## src/design/sweep_prune_box_overlap_filter_assert.svh

```systemverilog
// Assertion macros used by the filter's top level.
`ifndef SWEEP_PRUNE_BOX_OVERLAP_FILTER_ASSERT_SVH
`define SWEEP_PRUNE_BOX_OVERLAP_FILTER_ASSERT_SVH

// Same-cycle implication, disabled during reset.
`define SPBOF_ASSERT_NOW(label, clk, rst, ante, cons, msg) \
   label: assert property (@(posedge clk) disable iff (rst) (ante) |-> (cons)) \
      else $error(msg);

// Next-cycle implication, disabled during reset.
`define SPBOF_ASSERT_NEXT(label, clk, rst, ante, cons, msg) \
   label: assert property (@(posedge clk) disable iff (rst) (ante) |=> (cons)) \
      else $error(msg);

`endif

```

## src/design/spbof_pkg.sv

```systemverilog
// Types and constants of the sweep-and-prune box overlap filter.
`timescale 1ns / 1ps
package spbof_pkg;

   localparam int COORD_BITS   = 32;
   localparam int PROXY_BITS   = 31;
   localparam int COUNT_BITS   = 20;
   localparam int CSR_IDX_BITS = 3;
   localparam int CSR_DAT_BITS = 32;
   localparam int AXIS_BITS    = 2;

   localparam logic [COUNT_BITS-1:0] COUNT_MAX = {COUNT_BITS{1'b1}};

   typedef enum logic [CSR_IDX_BITS-1:0] {
      CSR_QUERY_MIN_X = 3'd0,
      CSR_QUERY_MIN_Y = 3'd1,
      CSR_QUERY_MIN_Z = 3'd2,
      CSR_QUERY_MAX_X = 3'd3,
      CSR_QUERY_MAX_Y = 3'd4,
      CSR_QUERY_MAX_Z = 3'd5,
      CSR_SWEEP_AXIS  = 3'd6
   } csr_idx_type;

   typedef enum logic [AXIS_BITS-1:0] {
      AXIS_X = 2'd0,
      AXIS_Y = 2'd1,
      AXIS_Z = 2'd2
   } axis_type;

   typedef struct packed {
      logic [COORD_BITS-1:0] min_x;
      logic [COORD_BITS-1:0] min_y;
      logic [COORD_BITS-1:0] min_z;
      logic [COORD_BITS-1:0] max_x;
      logic [COORD_BITS-1:0] max_y;
      logic [COORD_BITS-1:0] max_z;
   } box_type;

   typedef struct packed {
      box_type               query;
      logic [AXIS_BITS-1:0]  axis;
   } query_type;

   typedef struct packed {
      box_type               box;
      logic [PROXY_BITS-1:0] proxy;
      logic                  last;
   } cand_type;

   typedef struct packed {
      logic overlap;     // all six interval tests pass
      logic past_sweep;  // candidate min on sweep axis beyond query max
   } test_type;

   typedef struct packed {
      logic                  stopped;
      logic [COUNT_BITS-1:0] count;
   } scan_state_type;

   typedef struct packed {
      logic                  hit;
      logic [PROXY_BITS-1:0] hit_proxy;
      logic [COUNT_BITS-1:0] hit_count;
      logic                  scan_stopped;
      logic                  scan_done;
   } rsp_type;

endpackage

```

## src/design/spbof_if.sv

```systemverilog
// Channel interfaces: candidate input, result output, register write port.
`timescale 1ns / 1ps
interface spbof_req_if import spbof_pkg::*; ();
   logic                  valid;
   logic                  ready;
   logic [COORD_BITS-1:0] cand_min_x;
   logic [COORD_BITS-1:0] cand_min_y;
   logic [COORD_BITS-1:0] cand_min_z;
   logic [COORD_BITS-1:0] cand_max_x;
   logic [COORD_BITS-1:0] cand_max_y;
   logic [COORD_BITS-1:0] cand_max_z;
   logic [PROXY_BITS-1:0] cand_proxy;
   logic                  cand_last;

   modport source (output valid, cand_min_x, cand_min_y, cand_min_z,
                   cand_max_x, cand_max_y, cand_max_z, cand_proxy, cand_last,
                   input ready);
   modport sink   (input valid, cand_min_x, cand_min_y, cand_min_z,
                   cand_max_x, cand_max_y, cand_max_z, cand_proxy, cand_last,
                   output ready);
endinterface

interface spbof_rsp_if import spbof_pkg::*; ();
   logic                  valid;
   logic                  ready;
   logic                  hit;
   logic [PROXY_BITS-1:0] hit_proxy;
   logic [COUNT_BITS-1:0] hit_count;
   logic                  scan_stopped;
   logic                  scan_done;

   modport source (output valid, hit, hit_proxy, hit_count, scan_stopped, scan_done,
                   input ready);
   modport sink   (input valid, hit, hit_proxy, hit_count, scan_stopped, scan_done,
                   output ready);
endinterface

interface spbof_csr_if import spbof_pkg::*; ();
   logic                    valid;
   logic                    ready;
   logic [CSR_IDX_BITS-1:0] index;
   logic [CSR_DAT_BITS-1:0] data;

   modport source (output valid, index, data, input ready);
   modport sink   (input valid, index, data, output ready);
endinterface

```

## src/design/sweep_prune_box_overlap_filter.sv

```systemverilog
// Top level of the sweep-and-prune box overlap filter.
`timescale 1ns / 1ps
// Streams candidate boxes (signed Q16.16, sorted by minimum on the sweep axis)
// against a query box held in seven registers written over csr_ch. Every
// accepted candidate yields exactly one result beat: hit, the echoed proxy id,
// the running hit count (saturating at all ones), the stopped flag and a done
// flag equal to cand_last. The scan stops once a candidate's sweep-axis minimum
// exceeds the query maximum on that axis; that candidate and all later ones in
// the scan miss. After the last candidate's result the count and flag clear.
// Rate: one candidate per cycle while rsp_ch takes results, else req_ch stalls.
// Path: input register, then the six compares and the counter update into the
// result register. Register writes only while the block is idle.
module sweep_prune_box_overlap_filter import spbof_pkg::*; (
   input  logic          clock,
   input  logic          reset,
   spbof_req_if.sink     req_ch,
   spbof_rsp_if.source   rsp_ch,
   spbof_csr_if.sink     csr_ch
);

`include "sweep_prune_box_overlap_filter_assert.svh"

   query_type       query;
   test_type        test;
   scan_state_type  state;
   scan_state_type  state_now;
   logic            hit;

   // input stage
   logic            stg_valid_ff;
   logic            stg_valid_in;
   cand_type        stg_ff;
   logic            stg_load;

   // result stage
   logic            rsp_valid_ff;
   logic            rsp_valid_in;
   rsp_type         rsp_ff;
   logic            out_free;   // result register can take a beat this cycle
   logic            advance;

   assign out_free     = ~rsp_valid_ff | rsp_ch.ready;
   assign advance      = stg_valid_ff & out_free;
   assign req_ch.ready = ~stg_valid_ff | out_free;
   assign stg_load     = req_ch.valid & req_ch.ready;

   assign stg_valid_in = stg_load | (stg_valid_ff & ~advance);
   assign rsp_valid_in = advance | (rsp_valid_ff & ~rsp_ch.ready);

   always_ff @(posedge clock) begin
      if (reset) begin
         stg_valid_ff <= 1'b0;
         rsp_valid_ff <= 1'b0;
      end else begin
         stg_valid_ff <= stg_valid_in;
         rsp_valid_ff <= rsp_valid_in;
      end
   end

   // payload: no reset
   always_ff @(posedge clock) begin
      if (stg_load) begin
         stg_ff.box.min_x <= req_ch.cand_min_x;
         stg_ff.box.min_y <= req_ch.cand_min_y;
         stg_ff.box.min_z <= req_ch.cand_min_z;
         stg_ff.box.max_x <= req_ch.cand_max_x;
         stg_ff.box.max_y <= req_ch.cand_max_y;
         stg_ff.box.max_z <= req_ch.cand_max_z;
         stg_ff.proxy     <= req_ch.cand_proxy;
         stg_ff.last      <= req_ch.cand_last;
      end
      if (advance) begin
         rsp_ff.hit          <= hit;
         rsp_ff.hit_proxy    <= stg_ff.proxy;
         rsp_ff.hit_count    <= state_now.count;
         rsp_ff.scan_stopped <= state_now.stopped;
         rsp_ff.scan_done    <= stg_ff.last;
      end
   end

   spbof_csr_regs u_csr (
      .clock  (clock),
      .reset  (reset),
      .csr_ch (csr_ch),
      .query  (query)
   );

   spbof_box_test u_test (
      .cand  (stg_ff.box),
      .query (query),
      .test  (test)
   );

   spbof_scan_ctrl u_scan (
      .clock     (clock),
      .reset     (reset),
      .advance   (advance),
      .last      (stg_ff.last),
      .test      (test),
      .state     (state),
      .hit       (hit),
      .state_now (state_now)
   );

   assign rsp_ch.valid        = rsp_valid_ff;
   assign rsp_ch.hit          = rsp_ff.hit;
   assign rsp_ch.hit_proxy    = rsp_ff.hit_proxy;
   assign rsp_ch.hit_count    = rsp_ff.hit_count;
   assign rsp_ch.scan_stopped = rsp_ff.scan_stopped;
   assign rsp_ch.scan_done    = rsp_ff.scan_done;

   // a hit is never reported once the scan has stopped
   `SPBOF_ASSERT_NOW(a_hit_not_stopped, clock, reset,
      rsp_valid_ff && rsp_ff.hit, !rsp_ff.scan_stopped, "hit on a stopped scan")
   // the last candidate leaves a fresh scan behind
   `SPBOF_ASSERT_NEXT(a_last_clears, clock, reset,
      advance && stg_ff.last, state.count == '0 && !state.stopped,
      "scan state not cleared after last beat")
   // stopped flag only falls at the end of a scan
   `SPBOF_ASSERT_NEXT(a_stop_sticky, clock, reset,
      state.stopped && !(advance && stg_ff.last), state.stopped,
      "stopped flag dropped mid-scan")
   // an empty input stage always takes a beat
   `SPBOF_ASSERT_NOW(a_stage_ready, clock, reset,
      !stg_valid_ff, req_ch.ready, "input stage empty but not ready")

endmodule

```

## src/design/spbof_csr_regs.sv

```systemverilog
// Query box and sweep axis registers behind the write port.
`timescale 1ns / 1ps
module spbof_csr_regs import spbof_pkg::*; (
   input  logic       clock,
   input  logic       reset,
   spbof_csr_if.sink  csr_ch,
   output query_type  query
);

   query_type query_ff;
   query_type query_in;

   assign csr_ch.ready = 1'b1;
   assign query        = query_ff;

   always_comb begin
      query_in = query_ff;
      if (csr_ch.valid) begin
         unique case (csr_idx_type'(csr_ch.index))
            CSR_QUERY_MIN_X: query_in.query.min_x = csr_ch.data[COORD_BITS-1:0];
            CSR_QUERY_MIN_Y: query_in.query.min_y = csr_ch.data[COORD_BITS-1:0];
            CSR_QUERY_MIN_Z: query_in.query.min_z = csr_ch.data[COORD_BITS-1:0];
            CSR_QUERY_MAX_X: query_in.query.max_x = csr_ch.data[COORD_BITS-1:0];
            CSR_QUERY_MAX_Y: query_in.query.max_y = csr_ch.data[COORD_BITS-1:0];
            CSR_QUERY_MAX_Z: query_in.query.max_z = csr_ch.data[COORD_BITS-1:0];
            CSR_SWEEP_AXIS:  query_in.axis        = csr_ch.data[AXIS_BITS-1:0];
            default:         query_in             = query_ff;  // unmapped index
         endcase
      end
   end

   always_ff @(posedge clock) begin
      if (reset) begin
         query_ff <= '0;
      end else begin
         query_ff <= query_in;
      end
   end

endmodule

```

## src/design/spbof_box_test.sv

```systemverilog
// Six closed-interval tests plus the sweep-axis stop test.
`timescale 1ns / 1ps
module spbof_box_test import spbof_pkg::*; (
   input  box_type    cand,
   input  query_type  query,
   output test_type   test
);

   logic                  ok_x;
   logic                  ok_y;
   logic                  ok_z;
   logic [COORD_BITS-1:0] sweep_min;
   logic [COORD_BITS-1:0] sweep_max;

   always_comb begin
      ok_x = ($signed(query.query.min_x) <= $signed(cand.max_x)) &&
             ($signed(cand.min_x) <= $signed(query.query.max_x));
      ok_y = ($signed(query.query.min_y) <= $signed(cand.max_y)) &&
             ($signed(cand.min_y) <= $signed(query.query.max_y));
      ok_z = ($signed(query.query.min_z) <= $signed(cand.max_z)) &&
             ($signed(cand.min_z) <= $signed(query.query.max_z));

      // axis code 3 falls back to z
      unique case (axis_type'(query.axis))
         AXIS_X: begin
            sweep_min = cand.min_x;
            sweep_max = query.query.max_x;
         end
         AXIS_Y: begin
            sweep_min = cand.min_y;
            sweep_max = query.query.max_y;
         end
         default: begin
            sweep_min = cand.min_z;
            sweep_max = query.query.max_z;
         end
      endcase

      test.overlap    = ok_x && ok_y && ok_z;
      test.past_sweep = $signed(sweep_min) > $signed(sweep_max);
   end

endmodule

```

## src/design/spbof_scan_ctrl.sv

```systemverilog
// Scan state: stopped flag and saturating hit counter, cleared after the last beat.
`timescale 1ns / 1ps
module spbof_scan_ctrl import spbof_pkg::*; (
   input  logic            clock,
   input  logic            reset,
   input  logic            advance,   // stage item moves to the result register
   input  logic            last,
   input  test_type        test,
   output scan_state_type  state,
   output logic            hit,
   output scan_state_type  state_now  // state as seen by this item's result
);

   scan_state_type state_ff;
   scan_state_type state_in;

   assign state = state_ff;

   always_comb begin
      state_now.stopped = state_ff.stopped | test.past_sweep;
      hit               = test.overlap & ~state_now.stopped;
      state_now.count   = (hit && (state_ff.count != COUNT_MAX)) ?
                          state_ff.count + 1'b1 : state_ff.count;

      state_in = state_ff;
      if (advance) begin
         state_in = last ? '0 : state_now;
      end
   end

   always_ff @(posedge clock) begin
      if (reset) begin
         state_ff <= '0;
      end else begin
         state_ff <= state_in;
      end
   end

endmodule

```

## src/flat_wrapper.sv

```systemverilog
// flat-port wrapper written by rule: the top's interface ports become plain ports
module sweep_prune_box_overlap_filter_flat import spbof_pkg::*;
  (clock, reset, req_ch_valid, req_ch_cand_min_x, req_ch_cand_min_y, req_ch_cand_min_z, req_ch_cand_max_x, req_ch_cand_max_y, req_ch_cand_max_z, req_ch_cand_proxy, req_ch_cand_last, req_ch_ready, rsp_ch_valid, rsp_ch_hit, rsp_ch_hit_proxy, rsp_ch_hit_count, rsp_ch_scan_stopped, rsp_ch_scan_done, rsp_ch_ready, csr_ch_valid, csr_ch_index, csr_ch_data, csr_ch_ready);
  spbof_req_if req_ch_i ();
  spbof_rsp_if rsp_ch_i ();
  spbof_csr_if csr_ch_i ();
  input  logic clock;
  input  logic reset;
  input wire logic [$bits(req_ch_i.valid)-1:0] req_ch_valid;
  input wire logic [$bits(req_ch_i.cand_min_x)-1:0] req_ch_cand_min_x;
  input wire logic [$bits(req_ch_i.cand_min_y)-1:0] req_ch_cand_min_y;
  input wire logic [$bits(req_ch_i.cand_min_z)-1:0] req_ch_cand_min_z;
  input wire logic [$bits(req_ch_i.cand_max_x)-1:0] req_ch_cand_max_x;
  input wire logic [$bits(req_ch_i.cand_max_y)-1:0] req_ch_cand_max_y;
  input wire logic [$bits(req_ch_i.cand_max_z)-1:0] req_ch_cand_max_z;
  input wire logic [$bits(req_ch_i.cand_proxy)-1:0] req_ch_cand_proxy;
  input wire logic [$bits(req_ch_i.cand_last)-1:0] req_ch_cand_last;
  output wire logic [$bits(req_ch_i.ready)-1:0] req_ch_ready;
  output wire logic [$bits(rsp_ch_i.valid)-1:0] rsp_ch_valid;
  output wire logic [$bits(rsp_ch_i.hit)-1:0] rsp_ch_hit;
  output wire logic [$bits(rsp_ch_i.hit_proxy)-1:0] rsp_ch_hit_proxy;
  output wire logic [$bits(rsp_ch_i.hit_count)-1:0] rsp_ch_hit_count;
  output wire logic [$bits(rsp_ch_i.scan_stopped)-1:0] rsp_ch_scan_stopped;
  output wire logic [$bits(rsp_ch_i.scan_done)-1:0] rsp_ch_scan_done;
  input wire logic [$bits(rsp_ch_i.ready)-1:0] rsp_ch_ready;
  input wire logic [$bits(csr_ch_i.valid)-1:0] csr_ch_valid;
  input wire logic [$bits(csr_ch_i.index)-1:0] csr_ch_index;
  input wire logic [$bits(csr_ch_i.data)-1:0] csr_ch_data;
  output wire logic [$bits(csr_ch_i.ready)-1:0] csr_ch_ready;
  assign req_ch_i.valid = req_ch_valid;
  assign req_ch_i.cand_min_x = req_ch_cand_min_x;
  assign req_ch_i.cand_min_y = req_ch_cand_min_y;
  assign req_ch_i.cand_min_z = req_ch_cand_min_z;
  assign req_ch_i.cand_max_x = req_ch_cand_max_x;
  assign req_ch_i.cand_max_y = req_ch_cand_max_y;
  assign req_ch_i.cand_max_z = req_ch_cand_max_z;
  assign req_ch_i.cand_proxy = req_ch_cand_proxy;
  assign req_ch_i.cand_last = req_ch_cand_last;
  assign req_ch_ready = req_ch_i.ready;
  assign rsp_ch_valid = rsp_ch_i.valid;
  assign rsp_ch_hit = rsp_ch_i.hit;
  assign rsp_ch_hit_proxy = rsp_ch_i.hit_proxy;
  assign rsp_ch_hit_count = rsp_ch_i.hit_count;
  assign rsp_ch_scan_stopped = rsp_ch_i.scan_stopped;
  assign rsp_ch_scan_done = rsp_ch_i.scan_done;
  assign rsp_ch_i.ready = rsp_ch_ready;
  assign csr_ch_i.valid = csr_ch_valid;
  assign csr_ch_i.index = csr_ch_index;
  assign csr_ch_i.data = csr_ch_data;
  assign csr_ch_ready = csr_ch_i.ready;
  sweep_prune_box_overlap_filter u_core (.clock(clock), .reset(reset), .req_ch(req_ch_i), .rsp_ch(rsp_ch_i), .csr_ch(csr_ch_i));
endmodule
```

## config.mk

```make
export PLATFORM = sky130hd
export DESIGN_NAME = sweep_prune_box_overlap_filter_flat
export DESIGN_NICKNAME = d
export VERILOG_FILES = /design/src/design/spbof_pkg.sv /design/src/design/spbof_if.sv /design/src/design/sweep_prune_box_overlap_filter.sv /design/src/design/spbof_csr_regs.sv /design/src/design/spbof_box_test.sv /design/src/design/spbof_scan_ctrl.sv /design/src/flat_wrapper.sv
export VERILOG_INCLUDE_DIRS = /design/src /design/src/design
export SDC_FILE = /design/constraint.sdc
export NUM_CORES = 1
export LEC_CHECK = 0
export ABC_CLOCK_PERIOD_IN_PS = 8400
export BUFFER_PORTS_ARGS = -buffer_cell sky130_fd_sc_hd__buf_2
export CORE_MARGIN = 5
export CORE_UTILIZATION = 60
export CTS_BUF_LIST = sky130_fd_sc_hd__clkbuf_8
export CTS_CLUSTER_SIZE = 10
export DETAILED_ROUTE_END_ITERATION = 6
export PLACE_DENSITY = 0.83
export SYNTH_ARGS = -nofsm -noshare
export SYNTH_HDL_FRONTEND = slang
export SYNTH_SLANG_ARGS = --single-unit
```

## constraint.sdc

```tcl
create_clock -name clock -period 8.4 [get_ports clock]
set_clock_uncertainty 0.15 [all_clocks]
set_input_delay 0.42 -clock clock [delete_from_list [all_inputs] [get_ports clock]]
set_output_delay 0.42 -clock clock [all_outputs]
set_load 0.02 [all_outputs]
```

==> report_table.html <==
<table>
<tr><th>Metric</th><th>Value</th></tr>
<tr><th colspan="2">STA</th></tr>
<tr><td>Tcrit/Tclk final</td><td>0.6630</td></tr>
<tr><td>Time the worst path needs with I/O delays and setup</td><td>5.570 ns</td></tr>
<tr><td>Worst Max-Slew Pin Slew</td><td>about 1.3 ns</td></tr>
<tr><td>Maximum operating frequency</td><td>0.1795 GHz</td></tr>
<tr><td>Count of final hold-check violations</td><td>0</td></tr>
<tr><td>Sum of negative setup slack</td><td>0 ns</td></tr>
<tr><td>RSZ-0062 raised after global routing</td><td>false</td></tr>
<tr><td>Max-slew headroom at the worst pin</td><td>0.1484</td></tr>
<tr><td>Finish-stage setup viols</td><td>0</td></tr>
<tr><td>Final count of pins violating max slew</td><td>0</td></tr>
<tr><th colspan="2">GRT</th></tr>
<tr><td>Final global-route overflow total</td><td>0</td></tr>
<tr><td>Vias in the first global route</td><td>approximately 21000</td></tr>
<tr><td>Pin count of the biggest net entering global routing</td><td>90</td></tr>
<tr><td>Antenna violations before repair</td><td>3</td></tr>
<tr><td>Wire length of the first global-routing pass</td><td>112000 um</td></tr>
<tr><td>All-layer global routing usage</td><td>0.3247</td></tr>
<tr><th colspan="2">Synthesis</th></tr>
<tr><td>Netlist area before placement</td><td>23480 um^2</td></tr>
<tr><td>Ranking of synthesized cells by instance count</td><td>sky130_fd_sc_hd__nand2_1 (473), sky130_fd_sc_hd__a21oi_1 (323), sky130_fd_sc_hd__edfxtp_1 (278), sky130_fd_sc_hd__ha_1 (225), sky130_fd_sc_hd__dfxtp_1 (217)</td></tr>
<tr><td>Most used standard cell by instance count after synthesis</td><td>sky130_fd_sc_hd__nand2_1</td></tr>
<tr><td>Cell variety after synth</td><td>64</td></tr>
<tr><td>Most used flip-flop cell after synthesis</td><td>sky130_fd_sc_hd__edfxtp_1</td></tr>
<tr><td>Post-synth top area share</td><td>0.3556</td></tr>
<tr><td>Sequential element share of the synthesized area</td><td>0.5407</td></tr>
<tr><td>Synthesized instance count</td><td>approximately 2300</td></tr>
<tr><td>#FFs+latches synth</td><td>495</td></tr>
<tr><td>Async set-or-reset flop fraction in the synthesized netlist</td><td>0</td></tr>
<tr><td>Number of synthesized flops with an enable pin</td><td>278</td></tr>
<tr><td>Cell taking the most area after synthesis</td><td>sky130_fd_sc_hd__edfxtp_1</td></tr>
<tr><td>Post-synth net total</td><td>2815</td></tr>
<tr><td>Syn. warnings</td><td>0</td></tr>
<tr><td>Average instance area after synthesis</td><td>between 10 and 15 um^2</td></tr>
<tr><td>Cells taking the most area after synthesis</td><td>sky130_fd_sc_hd__edfxtp_1 (36%), sky130_fd_sc_hd__dfxtp_1 (19%), sky130_fd_sc_hd__ha_1 (12%), sky130_fd_sc_hd__nand2_1 (7.6%), sky130_fd_sc_hd__a21oi_1 (6.9%)</td></tr>
<tr><th colspan="2">Die</th></tr>
<tr><td>Placement Rows</td><td>72</td></tr>
<tr><td>Height of the die</td><td>207.8 um</td></tr>
<tr><td>Core footprint</td><td>just under 40000 um^2</td></tr>
<tr><td>Die ar.</td><td>between 40000 and 50000 um^2</td></tr>
<tr><td>Number of primary I/O pins</td><td>321</td></tr>
<tr><td>Starting utilization of the core area</td><td>0.6074</td></tr>
<tr><td>X dimension of the die</td><td>207.8 um</td></tr>
<tr><th colspan="2">Worst setup path</th></tr>
<tr><td>Kind of launch point of the worst setup path</td><td>register</td></tr>
<tr><td>Worst endpoint required time</td><td>slightly below 9 ns</td></tr>
<tr><td>Class of the most critical setup path</td><td>reg -&gt; reg</td></tr>
<tr><td>Kind of end point of the critical path</td><td>register</td></tr>
<tr><td>Data arrival, critical path</td><td>slightly below 6 ns</td></tr>
<tr><td>Delay of the slowest critical-path stage</td><td>between 1 and 1.5 ns</td></tr>
<tr><td>Path depth of the worst reg2reg path</td><td>15</td></tr>
<tr><td>Worst path slowest cell</td><td>sky130_fd_sc_hd__dfxtp_4</td></tr>
<tr><td>Cell Chain, Critical Path</td><td>mux2i_1 &gt; nor2_1 &gt; a21oi_1 &gt; ha_1 &gt; a21o_1 &gt; a21o_1 &gt; a221oi_1 &gt; o211ai_1 &gt; a21oi_1 &gt; o211ai_1 &gt; nor4_4 &gt; buf_4 &gt; and2_1 &gt; nand4_1 &gt; xnor2_1</td></tr>
<tr><td>CP Max Fanout</td><td>65</td></tr>
<tr><th colspan="2">Detailed routing</th></tr>
<tr><td>Routed wirelength normalized by instance count</td><td>between 20 and 25 um</td></tr>
<tr><td>Residual antenna-violating net count after detailed routing</td><td>0</td></tr>
<tr><td>Total DRC errors in the routed layout</td><td>1</td></tr>
<tr><td>Final routed wirelength across all metal layers</td><td>71720 um</td></tr>
<tr><td>Total iterations of the first detailed-routing run</td><td>7</td></tr>
<tr><td>Vias per Instance</td><td>between 5 and 6</td></tr>
<tr><td>Initial drt markers</td><td>roughly 1600</td></tr>
<tr><td>Total via count in the routed design</td><td>20090</td></tr>
<tr><th colspan="2">Job</th></tr>
<tr><td>Count of maximum capacitance violations</td><td>0</td></tr>
<tr><th colspan="2">Finish</th></tr>
<tr><td>Fillers</td><td>~2400</td></tr>
<tr><td>Final Non-Filler Cells</td><td>~3500</td></tr>
<tr><td>Post-Route Utilization</td><td>0.7709</td></tr>
<tr><td>Area of all placed cells without fillers</td><td>29790 um^2</td></tr>
<tr><td>Layout cell share with drive strength beyond 1</td><td>0.1581</td></tr>
<tr><td>Relative area change from synthesis to final layout</td><td>26.92%</td></tr>
<tr><td># nets final</td><td>between 3000 and 4000</td></tr>
<tr><th colspan="2">Clock network</th></tr>
<tr><td>Clock-pin transition on the worst setup and hold timing paths</td><td>0.07 ns</td></tr>
<tr><td>TritonCTS clock tree</td><td>yes</td></tr>
<tr><td>H-tree Lvls</td><td>3</td></tr>
<tr><td>Number of buffers inserted for hold repair after clock tree synthesis</td><td>between 200 and 300</td></tr>
<tr><td>Clock sinks</td><td>495</td></tr>
<tr><td>Deepest clock path buffer count</td><td>3</td></tr>
<tr><td>TritonCTS Buffers</td><td>81</td></tr>
<tr><td>Root buffer selected by CTS</td><td>sky130_fd_sc_hd__clkbuf_8</td></tr>
<tr><td>Clock insertion delay at the later pin of the skew report</td><td>between 0.6 and 0.7 ns</td></tr>
<tr><td>CTS-repair resized insts</td><td>0</td></tr>
<tr><td>Setup bufs post-CTS</td><td>0</td></tr>
<tr><th colspan="2">Placement</th></tr>
<tr><td>Placed instance area</td><td>~25000 um^2</td></tr>
<tr><td>DPL Wire Length</td><td>approximately 45000 um</td></tr>
<tr><td>Global placer's final weighted congestion</td><td>around 0.92</td></tr>
<tr><td>Total of buffers placed on input and output ports</td><td>~320</td></tr>
<tr><td>Cell count after placement</td><td>around 3100</td></tr>
<tr><th colspan="2">Hold path</th></tr>
<tr><td>Hold Path Depth</td><td>2</td></tr>
<tr><td>Class of the tightest hold or removal check</td><td>in -&gt; reg</td></tr>
<tr><th colspan="2">Pwr</th></tr>
<tr><td>Reported leakage power</td><td>0.01198 uW</td></tr>
<tr><td>Largest voltage drop on the vdd net</td><td>0.1359 mV</td></tr>
<tr><td>Total power per unit cell area</td><td>185.8 nW/um^2</td></tr>
<tr><td>Total power consumption of the routed design</td><td>about 5500 uW</td></tr>
<tr><th colspan="2">Run status</th></tr>
<tr><td>Run status</td><td>finished, violations left</td></tr>
<tr><td>Violations in the final reports</td><td>design-rule violations</td></tr>
</table>
[per-stage QoR]
stage	setup slack (ns)	hold WS, ns
floorplan	1.770	0.2503
global placement	3.072	0.2507
detailed placement	2.944	0.2545
CTS	2.933	0.08853
global route	2.497	0.1178
finish	2.830	0.1273
[power by group]
group | internal, uW | switching (uW)
registers | 2670 | 66.0
clock network | 1220 | 1030
logic | 246 | 302
[kinds of logic (layout without fill, tap and decap cells)]
family / Yosys count / in the layout / share of synthesized area
compound gates: 493 / 493 / 0.1186
xor+xnor: 18 / 18 / 0.006716
fa+ha+maj: 225 / 225 / 0.1199
buf+inv: 295 / 935 / 0.04818
flops: 495 / 495 / 0.5407
mux: 70 / 70 / 0.02995
other cells: 1 / 6 / 0.0001597
simple gates: 729 / 729 / 0.1358
[cells in the final DEF (no fill, tap or decap), types with 16 or more instances in the layout]
cell type and instances:
sky130_fd_sc_hd__a21o_1 33, sky130_fd_sc_hd__a21oi_1 323, sky130_fd_sc_hd__and3_1 17, sky130_fd_sc_hd__buf_2 318, sky130_fd_sc_hd__clkbuf_8 95, sky130_fd_sc_hd__dfxtp_1 215
sky130_fd_sc_hd__dlygate4sd3_1 259, sky130_fd_sc_hd__edfxtp_1 278, sky130_fd_sc_hd__ha_1 225, sky130_fd_sc_hd__inv_1 221, sky130_fd_sc_hd__mux2i_1 68, sky130_fd_sc_hd__nand2_1 473
sky130_fd_sc_hd__nand3_1 38, sky130_fd_sc_hd__nand4_1 57, sky130_fd_sc_hd__nor2_1 70, sky130_fd_sc_hd__nor2b_1 16, sky130_fd_sc_hd__o21ai_0 60
[per-layer routing]
metal / share of wire / GRT usage / wire [um] / vias up
li1: - / - / - / 9340
met1: 0.37 / 0.3837 / 26540 / 9394
met2: 0.49 / 0.5486 / 34880 / 1053
met3: 0.081 / 0.07148 / 5815 / 302
met4: 0.063 / 0.1860 / 4489 / 0
met5: 0 / 0 / 0 / -
[critical path: cells and delay by family (launching register included)]
kind / cells / cell delay (ns)
multiplexers: 1 / 0.27
buffers and inverters: 1 / 0.29
AO/OA/AOI/OAI: 7 / 1.42
adder cells (fa/ha/maj): 1 / 0.28
flip-flops: 1 / 1.11
XOR/XNOR: 1 / 0.19
AND/OR/NAND/NOR: 4 / 1.54
[flip-flops by register name, summed over array words and instances, names as in the netlist]
| name | flops |
|---|---|
| u_core.rsp_ch.hit | 1 |
| u_core.rsp_ch.hit_count | 20 |
| u_core.rsp_ch.hit_proxy | 31 |
| u_core.rsp_ch.scan_done | 1 |
| u_core.rsp_ch.scan_stopped | 1 |
| u_core.rsp_ch.valid | 1 |
| u_core.stg_ff | 224 |
| u_core.stg_valid_ff | 1 |
| u_core.u_csr.query | 194 |
| u_core.u_scan.state | 21 |
[worst paths after layout]
kind                    startpoint                           to  slack [ns]
max          u_core.u_csr.query[0]  u_core.rsp_ch.hit_count[15]        2.83
min                          reset      u_core.u_csr.query[187]        0.13
max reg2reg  u_core.u_csr.query[0]  u_core.rsp_ch.hit_count[15]        2.83
min reg2reg      u_core.stg_ff[23]  u_core.rsp_ch.hit_proxy[22]        0.27
[final cells by class]
cell class                 count  area, um^2  share of cell area
clock buffer                  95        1308             0.04388
antenna                        5       12.51           0.0004199
timing repair buffer         590        4285              0.1438
clock inverter                54       407.9             0.01369
inverter                     196       735.7             0.02469
sequential                   495       12700              0.4262
multi-input combinational   1536        9698              0.3255
tap                          518       648.1             0.02175
Note: power is estimated with default switching activity, not from simulation.
